### src/design/mhpq_pkg.sv
package mhpq_pkg;

	localparam int unsigned CAPACITY_DEF = 127;
	localparam int unsigned VALUE_W = 32;
	localparam int unsigned COUNT_W = 7;

	localparam logic ACT_INSERT = 1'b0;
	localparam logic ACT_REMOVE = 1'b1;

	typedef enum logic [1:0] {
		ST_OK    = 2'd0,
		ST_EMPTY = 2'd1,
		ST_FULL  = 2'd2
	} status_t;

	// Result of the shared compare unit: which candidate should move up.
	typedef enum logic [1:0] {
		PICK_NONE,
		PICK_LEFT,
		PICK_RIGHT
	} pick_t;

	typedef struct packed {
		logic                       action;
		logic signed [VALUE_W-1:0]  value;
	} req_t;

	typedef struct packed {
		status_t                    status;
		logic signed [VALUE_W-1:0]  removed_value;
		logic signed [VALUE_W-1:0]  top_value;
		logic [COUNT_W-1:0]         count;
	} rsp_t;

endpackage

### src/design/mhpq_cmp.sv
module mhpq_cmp import mhpq_pkg::*; (
	input  logic signed [VALUE_W-1:0] cur,
	input  logic signed [VALUE_W-1:0] left,
	input  logic signed [VALUE_W-1:0] right,
	input  logic                      left_ok,
	input  logic                      right_ok,
	output pick_t                     pick
);

	logic gt_l;
	logic gt_r;
	logic l_lt_r;

	// The three compares run side by side; on equal candidates the left one wins.
	assign gt_l   = left_ok && (cur < left);
	assign gt_r   = right_ok && (cur < right);
	assign l_lt_r = left < right;

	always_comb begin
		priority if (gt_r && (!gt_l || l_lt_r)) begin
			pick = PICK_RIGHT;
		end else if (gt_l) begin
			pick = PICK_LEFT;
		end else begin
			pick = PICK_NONE;
		end
	end

endmodule

### config.mk
export PLATFORM = sky130hd
export DESIGN_NAME = mhpq_cmp
export DESIGN_NICKNAME = d
export VERILOG_FILES = /design/src/design/mhpq_pkg.sv /design/src/design/mhpq_cmp.sv
export SDC_FILE = /design/constraint.sdc
export NUM_CORES = 1
export LEC_CHECK = 0
export BUFFER_PORTS_ARGS = -buffer_cell sky130_fd_sc_hd__buf_2
export CORE_MARGIN = 4
export CORE_UTILIZATION = 51
export DETAILED_ROUTE_END_ITERATION = 10
export GPL_TIMING_DRIVEN = 0
export PLACE_DENSITY = 0.85
export SETUP_SLACK_MARGIN = 0.2
export SKIP_LAST_GASP = 1
export SLEW_MARGIN = 20
export SYNTH_ARGS = -nofsm -noshare
export SYNTH_HDL_FRONTEND = slang
export SYNTH_SLANG_ARGS = --single-unit
### constraint.sdc
create_clock -name vclk -period 2.5
set_input_delay 0.25 -clock vclk [all_inputs]
set_output_delay 0.25 -clock vclk [all_outputs]
set_load 0.05 [all_outputs]
==> qor.csv <==
stage;metric;value;unit
status;status;finished, final reports clean;
synth;synth.top_cell.area_share;0.516;
layout;num_antenna_cells;0;
layout;drive_gt1_frac;0.431;
floorplanning;rows;23;
synth;syn_inst;302;
setup_path;critPathMaxFanout;2;
global_route;grt_pass1_vias;2816;
timing;rsz0062_at_grt;true;
synth;synth_nets;493;
placement;gp_congestion;0.874;
route;vias;2706;
placement;dp.final_hpwl;5.45;mm
synth;ys_seq_area_frac;0;
power_and_ir_drop;ir_worst_vdd;0.106;mV
power_and_ir_drop;p_per_area;180;nW/um2
hold_path;hp-start;left_ok;
timing;post-route-period-util;0.955;
floorplanning;fp.coreArea;4140;um2
run;cap_violations;0;
global_route;grt_max_degree;4;
route;route.detailed.drc;0;
route;vias_per_cell;5.87;
layout;clock_buffers;0;
setup_path;worst_setup_path_start_kind;primary input;
setup_path;cp_cell_sequence;buf_6, inv_2, buf_4, ha_1, nand4_1, nor2_2, nand3_1, a31oi_2, o22ai_2, o31a_2, buf_8;
floorplanning;die-area;5550;um2
setup_path;critPathKind;primary input to primary output;
setup_path;slowest_stage;o31a_2;
placement;post_dp_cell_area;2820;um2
setup_path;cp.buffers_inverters;4;
route;drtAntennaViolNets;0;
route;dr.pass1.iters;4;
timing;slew_headroom;0.808;
setup_path;endpoint_kind;primary output;
clock_tree;ctsHoldBuffers;0;
route;drtIter0Drc;84;
power_and_ir_drop;total_power;0.610;mW
layout;finalInstanceArea;3390;um2
synth;netlist-cell-type-count;31;
timing;setup_tns;0;ns
timing;fmax;419;MHz
floorplanning;die_x;74.5;um
setup_path;crit_start;right[10];
floorplanning;initial_utilization;0.544;
timing;worst_pin_slew;0.288;ns
hold_path;hold_path_class;primary input to primary output;
timing;hold_viol;0;
placement;io_buffers;100;
timing;drv_slew;0;
layout;final_net_count;604;
layout;design.seq.count;0;
power_and_ir_drop;p_leak;1.86;nW
global_route;overflow;0;
floorplanning;fp.dieH;74.5;um
synth;yosys.area.top_type;ha_1;
layout;area_delta_synth_final;50.3;%
synth;avgSynthCellArea;7.47;um2
global_route;antenna_found_initial;0;
synth;syn-cell-area;2250;um2
setup_path;worst_ep_required_time;2.25;ns
synth;synthTopCellsByArea;ha_1, inv_1, a21oi_1, a21o_1, nand2_1;
setup_path;critPathArrivalTime;2.14;ns
floorplanning;num_io_pins;100;
layout;seq_area;0;um2
timing;finalCriticalPeriod;2.39;ns
timing;setup_viol;0;
setup_path;crit_path_max_incr_delay;0.38;ns
route;wirelength;7.93;mm
global_route;grt_pass1_wl;11.9;mm
setup_path;path_delay_family;compound AO/OA/AOI/OAI gates;
synth;synth_warnings;0;
route;avgRoutedWirePerCell;17.2;um
global_route;grt.total_usage;0.270;
[synthesized netlist by cell type (all sizes together) (2+ instances only)]
cell	number
nand2	27
nand2b	2
ha	93
o21a	2
nor4	3
a21oi	33
nor2	10
nor3	2
nand4	8
nand3	8
and4	5
a221oi	4
inv	63
a21o	14
a211oi	2
a2111oi	2
o21ai	13
[cell type report]
cell class / instances / area, um2
multi-input combinational: 239 / 2430
fill: 274 / 754
timing repair buffer: 109 / 643
inverter: 63 / 249
tap: 50 / 62.6
[cell families (layout without fill, tap and decap cells)]
| group | after synthesis | after routing | share of synthesized area |
|---|---|---|---|
| XOR/XNOR | 1 | 1 | 0.00389 |
| AO/OA/AOI/OAI | 78 | 78 | 0.226 |
| buffers and inverters | 63 | 172 | 0.105 |
| AND/OR/NAND/NOR | 67 | 67 | 0.149 |
| adder cells (fa/ha/maj) | 93 | 93 | 0.516 |
[worst paths after layout]
path       to  slack [ns]  depth (start not counted)
max   pick[1]        0.11                         11
min   pick[0]        0.88                          4
[cells in the final DEF, fill, tap and decap left out, drive strengths merged, types with 2 or more instances in the layout]
| cell | Yosys | final |
|---|---|---|
| a221oi | 4 | 4 |
| buf | 0 | 109 |
| and4 | 5 | 5 |
| a2111oi | 2 | 2 |
| nor2 | 10 | 10 |
| o21ai | 13 | 13 |
| nor3 | 2 | 2 |
| ha | 93 | 93 |
| a21oi | 33 | 33 |
| nand2 | 27 | 27 |
| nand4 | 8 | 8 |
| a211oi | 2 | 2 |
| a21o | 14 | 14 |
| nand2b | 2 | 2 |
| inv | 63 | 63 |
| nand3 | 8 | 8 |
| o21a | 2 | 2 |
| nor4 | 3 | 3 |
[tightest hold or removal path, stage by stage]
cell and delay (ns):
buf_2 0.10, inv_1 0.07, a211oi_2 0.05, buf_6 0.15
[repair_timing]
action / CTS / global route
pin swaps: 30 / 11
resized for setup: 70 / 22
setup endpoints to repair: 2 / 2
setup buffers: 9 / 0
[report_power, final]
part / internal, mW / switching, mW
Sequential: 0 / 0
Combinational: 0.293 / 0.317
Clock: 0 / 0
Total: 0.293 / 0.317
[stage by stage]
| step | setup WS, ns | instances | hold slack [ns] | utilization |
|---|---|---|---|---|
| global route | 0.0922 | 461 | 0.883 | 0.818 |
| floorplan | 0.0873 | 302 | 0.673 | - |
| CTS | 0.185 | 461 | 0.891 | 0.789 |
| global placement | -0.0560 | 452 | 0.913 | 0.681 |
| detailed placement | -0.0675 | 452 | 0.911 | 0.681 |
| finish | 0.112 | 461 | 0.879 | 0.818 |
[routing by layer]
metal | global-route usage | share of wire | vias to the layer above
met3 | 0.0311 | 0.074 | 36
li1 | - | - | 1313
met4 | 0.101 | 0.046 | 0
met2 | 0.554 | 0.53 | 131
met5 | 0 | 0 | -
met1 | 0.270 | 0.35 | 1226
No activity file was read; power rests on OpenSTA's default activity.
